$ cat src/design/etmm_pkg.sv
// Package for the Euler translate/rotate/scale model matrix block.
// Holds widths, CORDIC constants, arctangent table and the request struct.
package etmm_pkg;

   localparam int TrigIterations = 16;
   localparam int TableLen = 24;
   localparam int CordicSteps = (TrigIterations < TableLen) ? TrigIterations : TableLen;

   localparam logic signed [17:0] FullTurn    = 18'sd46080;
   localparam logic signed [17:0] HalfTurn    = 18'sd23040;
   localparam logic signed [17:0] QuarterTurn = 18'sd11520;
   localparam logic signed [34:0] CordicGain  = 35'sd652032874;
   localparam logic signed [20:0] SatLimit    = 21'sd655360;
   localparam logic signed [20:0] OneQ16      = 21'sd65536;

   typedef struct packed {
      logic signed [16:0] move_x;
      logic signed [16:0] move_y;
      logic signed [16:0] move_z;
      logic signed [16:0] angle_x;
      logic signed [16:0] angle_y;
      logic signed [16:0] angle_z;
      logic [15:0]        stretch_x;
      logic [15:0]        stretch_y;
      logic [15:0]        stretch_z;
   } req_type;

   // Reduced angle with a flip flag, as the front classifies it.
   typedef struct packed {
      logic signed [14:0] ang;
      logic               flip;
   } red_type;

   typedef struct packed {
      red_type            rx;
      red_type            ry;
      red_type            rz;
      logic signed [20:0] tx;
      logic signed [20:0] ty;
      logic signed [20:0] tz;
      logic [15:0]        sx;
      logic [15:0]        sy;
      logic [15:0]        sz;
   } job_type;

   function automatic logic signed [26:0] atan_q16(input logic [4:0] i);
      logic signed [26:0] v;
      case (i)
         5'd0: v = 27'sd2949120;  5'd1: v = 27'sd1740967;
         5'd2: v = 27'sd919879;   5'd3: v = 27'sd466945;
         5'd4: v = 27'sd234379;   5'd5: v = 27'sd117304;
         5'd6: v = 27'sd58666;    5'd7: v = 27'sd29335;
         5'd8: v = 27'sd14668;    5'd9: v = 27'sd7334;
         5'd10: v = 27'sd3667;    5'd11: v = 27'sd1833;
         5'd12: v = 27'sd917;     5'd13: v = 27'sd458;
         5'd14: v = 27'sd229;     5'd15: v = 27'sd115;
         5'd16: v = 27'sd57;      5'd17: v = 27'sd29;
         5'd18: v = 27'sd14;      5'd19: v = 27'sd7;
         5'd20: v = 27'sd4;       5'd21: v = 27'sd2;
         5'd22: v = 27'sd1;       default: v = 27'sd0;
      endcase
      return v;
   endfunction

   // Wrap to [-180,180) then fold into [-90,90] with a flip flag.
   function automatic red_type reduce(input logic signed [16:0] a);
      logic signed [17:0] r;
      red_type o;
      r = 18'(a);
      if (r >= HalfTurn) r = r - FullTurn;
      if (r >= HalfTurn) r = r - FullTurn;
      if (r < -HalfTurn) r = r + FullTurn;
      if (r < -HalfTurn) r = r + FullTurn;
      o.flip = 1'b0;
      if (r > QuarterTurn) begin
         r = r - HalfTurn;
         o.flip = 1'b1;
      end else if (r < -QuarterTurn) begin
         r = r + HalfTurn;
         o.flip = 1'b1;
      end
      o.ang = r[14:0];
      return o;
   endfunction

   // Q16 product with rounding.
   function automatic logic signed [17:0] mulq(input logic signed [17:0] a,
                                               input logic signed [17:0] b);
      logic signed [35:0] p;
      p = a * b + 36'sd32768;
      return 18'(p >>> 16);
   endfunction

   function automatic logic signed [20:0] sat(input logic signed [35:0] v);
      logic signed [20:0] o;
      if (v > 36'(SatLimit)) o = SatLimit;
      else if (v < -36'(SatLimit)) o = -SatLimit;
      else o = v[20:0];
      return o;
   endfunction

endpackage

$ cat src/design/etmm_front.sv
// Front part: takes requests, reduces the angles and forms translations.
// Depends on etmm_pkg; feeds a two-entry queue toward the back part.
module etmm_front (
   input  logic                clock,
   input  logic                reset,
   input  logic                in_valid,
   output logic                in_ready,
   input  etmm_pkg::req_type   in_req,
   output logic                q_valid,
   input  logic                q_ready,
   output etmm_pkg::job_type   q_job
);
   etmm_pkg::job_type mem_ff [2];
   logic       wp_ff, rp_ff, wp_in, rp_in;
   logic [1:0] cnt_ff, cnt_in;
   etmm_pkg::job_type job;
   logic push, pop;

   always_comb begin
      job.rx = etmm_pkg::reduce(in_req.angle_x);
      job.ry = etmm_pkg::reduce(in_req.angle_y);
      job.rz = etmm_pkg::reduce(in_req.angle_z);
      job.tx = etmm_pkg::sat(36'(in_req.move_x) <<< 4);
      job.ty = etmm_pkg::sat(36'(in_req.move_y) <<< 4);
      job.tz = etmm_pkg::sat(36'(in_req.move_z) <<< 4);
      job.sx = in_req.stretch_x;
      job.sy = in_req.stretch_y;
      job.sz = in_req.stretch_z;
   end

   assign in_ready = (cnt_ff != 2'd2);
   assign push = in_valid && in_ready;
   assign q_valid = (cnt_ff != 2'd0);
   assign pop = q_valid && q_ready;
   assign q_job = mem_ff[rp_ff];
   assign wp_in = wp_ff ^ push;
   assign rp_in = rp_ff ^ pop;
   assign cnt_in = cnt_ff + {1'b0, push} - {1'b0, pop};

   always_ff @(posedge clock) begin
      if (reset) begin
         wp_ff <= 1'b0;
         rp_ff <= 1'b0;
         cnt_ff <= 2'd0;
      end else begin
         wp_ff <= wp_in;
         rp_ff <= rp_in;
         cnt_ff <= cnt_in;
      end
      if (push) mem_ff[wp_ff] <= job;
   end
endmodule

$ cat config.mk
export PLATFORM = sky130hd
export DESIGN_NAME = etmm_front
export DESIGN_NICKNAME = d
export VERILOG_FILES = /design/src/design/etmm_pkg.sv /design/src/design/etmm_front.sv
export SDC_FILE = /design/constraint.sdc
export NUM_CORES = 1
export LEC_CHECK = 0
export ABC_AREA = 0
export BUFFER_PORTS_ARGS = -buffer_cell sky130_fd_sc_hd__buf_2
export CAP_MARGIN = 25
export CORE_MARGIN = 5
export CORE_UTILIZATION = 55
export CTS_BUF_LIST = sky130_fd_sc_hd__clkbuf_2 sky130_fd_sc_hd__clkbuf_4 sky130_fd_sc_hd__clkbuf_8
export CTS_CLUSTER_SIZE = 8
export DETAILED_ROUTE_END_ITERATION = 12
export PLACE_DENSITY_LB_ADDON = 0.05
export SETUP_SLACK_MARGIN = 0.2
export SYNTH_ARGS = -nofsm -noshare
export SYNTH_HDL_FRONTEND = slang
export SYNTH_SLANG_ARGS = --single-unit
$ cat constraint.sdc
create_clock -name clock -period 7.7 [get_ports clock]
set_clock_uncertainty 0.1 [all_clocks]
set_input_delay 0.77 -clock clock [delete_from_list [all_inputs] [get_ports clock]]
set_output_delay 0.77 -clock clock [all_outputs]
set_load 0.05 [all_outputs]
# --- Yosys cells after proc, flatten, opt, wreduce, memory -nomap -nowiden ---
# Memories as Yosys holds them, arrays and structs flattened. A register that Yosys moved wholly into a read port is not among the register bits.
# Index checks and enable logic that the tools add are counted.
op_classes:
  bitwise_logic: 2
  order_cmp: 24
  mux: 33
  n_reduce_logical: 3
  n_eq_ne: 1
  addsub: 20
op_table:
  columns: ["cell", "count"]
  rows:
  - ["$mux 18", 12]
  - ["$mux 21", 6]
  - ["$add 18x17->18 const B", 6]
  - ["$lt 18x16->1 const B", 6]
  - ["$mux 15", 6]
  - ["$gt 21x21->1 const B", 3]
  - ["$lt 21x21->1 const B", 3]
  - ["$ge 18x16->1 const B", 3]
  - ["$gt 18x15->1 const B", 3]
  - ["$lt 18x15->1 const B", 3]
  - ["$sub 17x17->18 const B", 3]
  - ["$sub 18x17->18 const B", 3]
  - ["$ge 17x16->1 const B", 3]
  - ["$add 15x15->15 const B", 3]
  - ["$sub 15x15->15 const B", 3]
  - ["$mux 1", 9]
  - ["$add 2x1->2", 1]
  - ["$logic_and 1x1->1", 2]
  - ["$ne 2x2->1 const B", 1]
  - ["$reduce_bool 2->1", 1]
  - ["$sub 2x1->2", 1]
  - ["$xor 1x1->1", 2]
totals:
  mem_bits_rw: 318
  regBits: 4
  memories: 1
  elab_cells: 87
  out_inout_bits: 161
  input_bits: 154
mem_list:
  columns: ["memory", "depth", "width", "rd", "rd_clocked_by_memory_dff", "wr", "line", "text"]
  rows:
  - ["mem_ff", 2, 159, 1, 1, 1, "etmm_front.sv:13", "etmm_pkg::job_type mem_ff [2];"]

# --- Logic depth before layout (Yosys ltp) ---
logic_depth:
  depth_word: 11
  depth_mapped: 31

# --- Least setup slack after synthesis ---
# OpenSTA, ideal clock, no wires.
synth_timing:
  path_type: "input to register"
  start: "input port in_req[69] (netlist name)"
  end: "memory mem_ff[0][138] (netlist name) (data pin)"
  path_slack_ps: 558
  stages: 27
  setup_ps: 258
  arrival_time_ps: 6784
  required_time_ps: 7342
  path_cell_list: "or4_4 -> o41ai_4 -> o211ai_2 -> xnor2_2 -> a21boi_1 -> buf_2 -> nand2b_1 -> xor2_1 -> ha_1 -> and2_1 -> o32ai_4 -> nand3_1 -> xnor2_1 -> ha_1 -> nand2_1 -> nand3_1 -> nor2_1 -> o22ai_1 -> o211ai_2 -> o221a_4 -> o211ai_2 -> xor2_1 -> a311oi_1 -> o211a_1 -> or2_4 -> o32a_1 -> o21a_1"
synth_lines:
  columns: ["item", "line", "text"]
  rows:
  - ["start: declaration", "etmm_front.sv:8", "input etmm_pkg::req_type in_req,"]
  - ["end: declaration", "etmm_front.sv:13", null]

==> run summary <==
Maximum count of clock buffers along a single path = 3
Kind of capture point of the worst setup path = flop
Max FO, Critical Path = 10
Rel. slew slack = 38.9%
Kind of start point of the critical path = primary input
Number of setup buffers added after CTS = 0
TritonCTS clock tree = done
Layout overhead on the synthesized area = 17.9%
Std-Cell Rows = 63
Clock network latency to the later pin of the worst-skew pair = 0.54 ns
Static power due to leakage = 7.38 nW
Total die area = 0.0332 mm²
Max_cap viols = 0
Number of global-route vias before repair = 11800
Level count of the clock H-tree = 2
Fraction of synthesized area in multiplexers = 11.3%
Type of the tightest min-delay check = in2reg
FF+latch count, synth = 298
Initial standard-cell utilization of the core = 55.4%
Top Ports = 315
Post-synth top flop = sky130_fd_sc_hd__edfxtp_1
Congestion Overflow GR = 0
Ranking of synthesized cells by area = sky130_fd_sc_hd__edfxtp_1 (54%), sky130_fd_sc_hd__mux2_2 (11%), sky130_fd_sc_hd__ha_1 (2.4%), sky130_fd_sc_hd__nor2_1 (1.9%), sky130_fd_sc_hd__and2_1 (1.8%)
Fraction of registers with async set/reset = 0%
Total clock sinks = 298
Post-Route Setup TNS = 0 ns
Final cell area excluding filler cells = 0.0192 mm²
Data arrival time of the critical path = 7.16 ns
Post-Synth XOR/XNOR Area = 3.25%
Period minus WS final = 6.98 ns
Final critical-path share of the clock period = 90.7%
Number of synthesized flops with an enable pin = 294
Unrepaired setup endpoints after global routing = no
Cts bufs inserted = 49
Die X = 182 µm
Total standard cell area after synthesis = 0.0163 mm²
Basic-gate share of the synthesized area counting and, or, nand and nor cells = 11.5%
Synth Instances = 1309
Required time at the endpoint of the critical path = 7.88 ns
Count of different cell masters after synthesis = 104
Crit-path max cell delay = 0.61 ns
Top cells by instance count after synthesis = sky130_fd_sc_hd__edfxtp_1 (294), sky130_fd_sc_hd__mux2_2 (154), sky130_fd_sc_hd__nor2_1 (81)
Sequential cell area fraction in the yosys report = 54.7%
DP Area = 0.0182 mm²
Routability cong. = 0.885
Total wire length = 40300 µm
Share of the core filled with cells in the final layout = 65.3%
Area fraction of the dominant cell type after synthesis = 54.2%
Number of DRC violations after detailed-routing iteration 0 = 756
Number of I/O port buffers = 302
Number of antenna violations at the first check in global routing = 1
Floorplan core area = 0.0294 mm²
Final hold violation count = 0
Antenna Nets Post-Route = 0
Number of fill cells = 2328
Compound-gate portion of the synthesized area = 14.1%
Number of buffers added to fix hold violations after cts = 0
Dominant combinational cell family by area after synthesis = compound AO/OA/AOI/OAI gates
Via count = 11900
Number of detailed-routing iterations run before antenna repair = 7
Fraction of the mapped netlist area in adder cells = 2.38%
Area leader, netlist = sky130_fd_sc_hd__edfxtp_1
Cell at the slowest stage of the critical path = sky130_fd_sc_hd__a2111oi_2
Number of pins with negative max-slew slack in the final report = 0
Total Routing Usage GR = 23.5%
CP most frequent cell = sky130_fd_sc_hd__ha_1
Post-DP HPWL = 29400 µm
CTS root buffer = sky130_fd_sc_hd__clkbuf_8
Worst Max-Slew Pin Slew = 0.917 ns
Status = finished clean
Largest net degree at the start of global routing = 65
Count of endpoints failing setup in the final report = 0
DRC violations left = 0
Worst R2R Setup Slack = 4.52 ns
Peak clock frequency supported by timing = 0.143 GHz
Global-route wire length before repair = 63500 µm
Per-cell via count in the routed design = 5.79
Most common cell in the netlist = sky130_fd_sc_hd__edfxtp_1
Net total in the final layout = 1818
Number of resized instances in the post-cts repair step = 0
Drt wl/cell = 19.7 µm
Worst vdd rail ir drop = 238 µV
Clock transition at the registers of the reported paths = 0.06 ns
Fraction of layout instances using a drive strength above 1 = 36.2%
Warnings from Yosys = 0
Die H = 182 µm
P per Cell Area = 351 mW/mm²
Syn_area_per_cell = 12.4 µm²
Type of the worst setup path = in2reg
-- per-layer routing --
metal	vias up	track usage (%)	wire length, µm
li1	5683	-	-
met1	5742	31.3	17000
met2	397	39.8	19800
met3	64	4.01	2580
met4	2	6.66	963
met5	-	0	13
-- worst paths after layout --
check,start,to,cells past startpoint
worst min-delay path,in_req[13],mem_ff[1][13],1
worst max-delay path,in_req[58],mem_ff[0][124],27
worst max register to register,cnt_ff[0],mem_ff[1][114],6
worst min register to register,cnt_ff[1],cnt_ff[1],2
-- cells in the final DEF, fill, tap and decap left out, types with 6 or more instances in the layout --
cell,instances
sky130_fd_sc_hd__xnor2_1,31
sky130_fd_sc_hd__o21ai_1,13
sky130_fd_sc_hd__a211oi_1,13
sky130_fd_sc_hd__o31ai_1,7
sky130_fd_sc_hd__inv_1,40
sky130_fd_sc_hd__mux2_2,154
sky130_fd_sc_hd__nor3_1,24
sky130_fd_sc_hd__buf_4,20
sky130_fd_sc_hd__nand4_1,10
sky130_fd_sc_hd__nor2_1,81
sky130_fd_sc_hd__nor2b_1,7
sky130_fd_sc_hd__mux2i_1,9
sky130_fd_sc_hd__o21bai_1,6
sky130_fd_sc_hd__o21ai_0,47
sky130_fd_sc_hd__or2_2,7
sky130_fd_sc_hd__o211a_1,11
sky130_fd_sc_hd__o211ai_2,6
sky130_fd_sc_hd__buf_2,302
sky130_fd_sc_hd__a21oi_1,45
sky130_fd_sc_hd__o22ai_1,16
sky130_fd_sc_hd__o221ai_1,7
sky130_fd_sc_hd__ha_1,29
sky130_fd_sc_hd__nor3b_1,6
sky130_fd_sc_hd__o31a_1,11
sky130_fd_sc_hd__nand2b_1,14
sky130_fd_sc_hd__clkbuf_8,50
sky130_fd_sc_hd__clkbuf_4,17
sky130_fd_sc_hd__xor2_1,22
sky130_fd_sc_hd__and2_1,48
sky130_fd_sc_hd__nand2_1,69
sky130_fd_sc_hd__a21o_1,14
sky130_fd_sc_hd__nand3_1,23
sky130_fd_sc_hd__o21a_1,11
sky130_fd_sc_hd__o211ai_1,12
sky130_fd_sc_hd__conb_1,12
sky130_fd_sc_hd__edfxtp_1,294
sky130_fd_sc_hd__and3_1,10
sky130_fd_sc_hd__nor4_1,16
sky130_fd_sc_hd__or3_1,8
sky130_fd_sc_hd__clkinv_1,8
-- where the power goes --
group	internal, mW	total (mW)	leakage (nW)	switching (mW)
Sequential	2.20	2.30	2.79	0.103
Clock	0.780	1.36	0.503	0.584
Combinational	0.942	3.07	4.09	2.13
Total	3.92	6.74	7.38	2.81
-- cell type report --
| cell class | count | area [µm²] | area share [%] |
|---|---|---|---|
| Antenna cell | 1 | 2.50 | 0.0130 |
| Clock buffer | 67 | 816 | 4.25 |
| Inverter | 42 | 158 | 0.821 |
| Timing Repair Buffer | 323 | 1690 | 8.80 |
| Tap cell | 390 | 488 | 2.54 |
| Sequential cell | 298 | 8910 | 46.4 |
| Clock inverter | 13 | 140 | 0.730 |
| Multi-Input combinational cell | 919 | 6990 | 36.4 |
-- worst max-delay path, delay by kind of cell --
family                     cells  cell delay (ns)
buffers and inverters          2             0.29
adders and majority gates      3             0.74
AOI/OAI and AO/OA             12             2.97
xor gates and xnor gates       3             0.81
and+or+nand+nor                7             1.59
-- registers in the layout, indices dropped and copies added (netlist names) --
register / cells
mem_ff: 294
wp_ff: 1
cnt_ff: 2
rp_ff: 1
-- metrics by stage --
step	total power, mW	worst slack, ns	hold WS, ns	cells
2_1_floorplan	4.70	0.558	0.399	1320
3_3_place_gp	5.36	0.398	0.418	1971
3_5_place_dp	5.41	0.243	0.437	1972
4_1_cts	6.79	0.792	0.262	2052
5_1_grt	7.08	0.207	0.262	2052
6_report	6.74	0.718	0.301	2053
-- cells by family (layout without fill, tap and decap cells) --
kind of cell / Yosys count / after routing
simple gates: 355 / 355
xor+xnor: 57 / 57
mux: 164 / 164
flops: 298 / 298
fa+ha+maj: 31 / 31
compound gates: 300 / 300
other cells: 1 / 13
buf+inv: 103 / 445
Note: power is estimated with default switching activity, not from simulation.
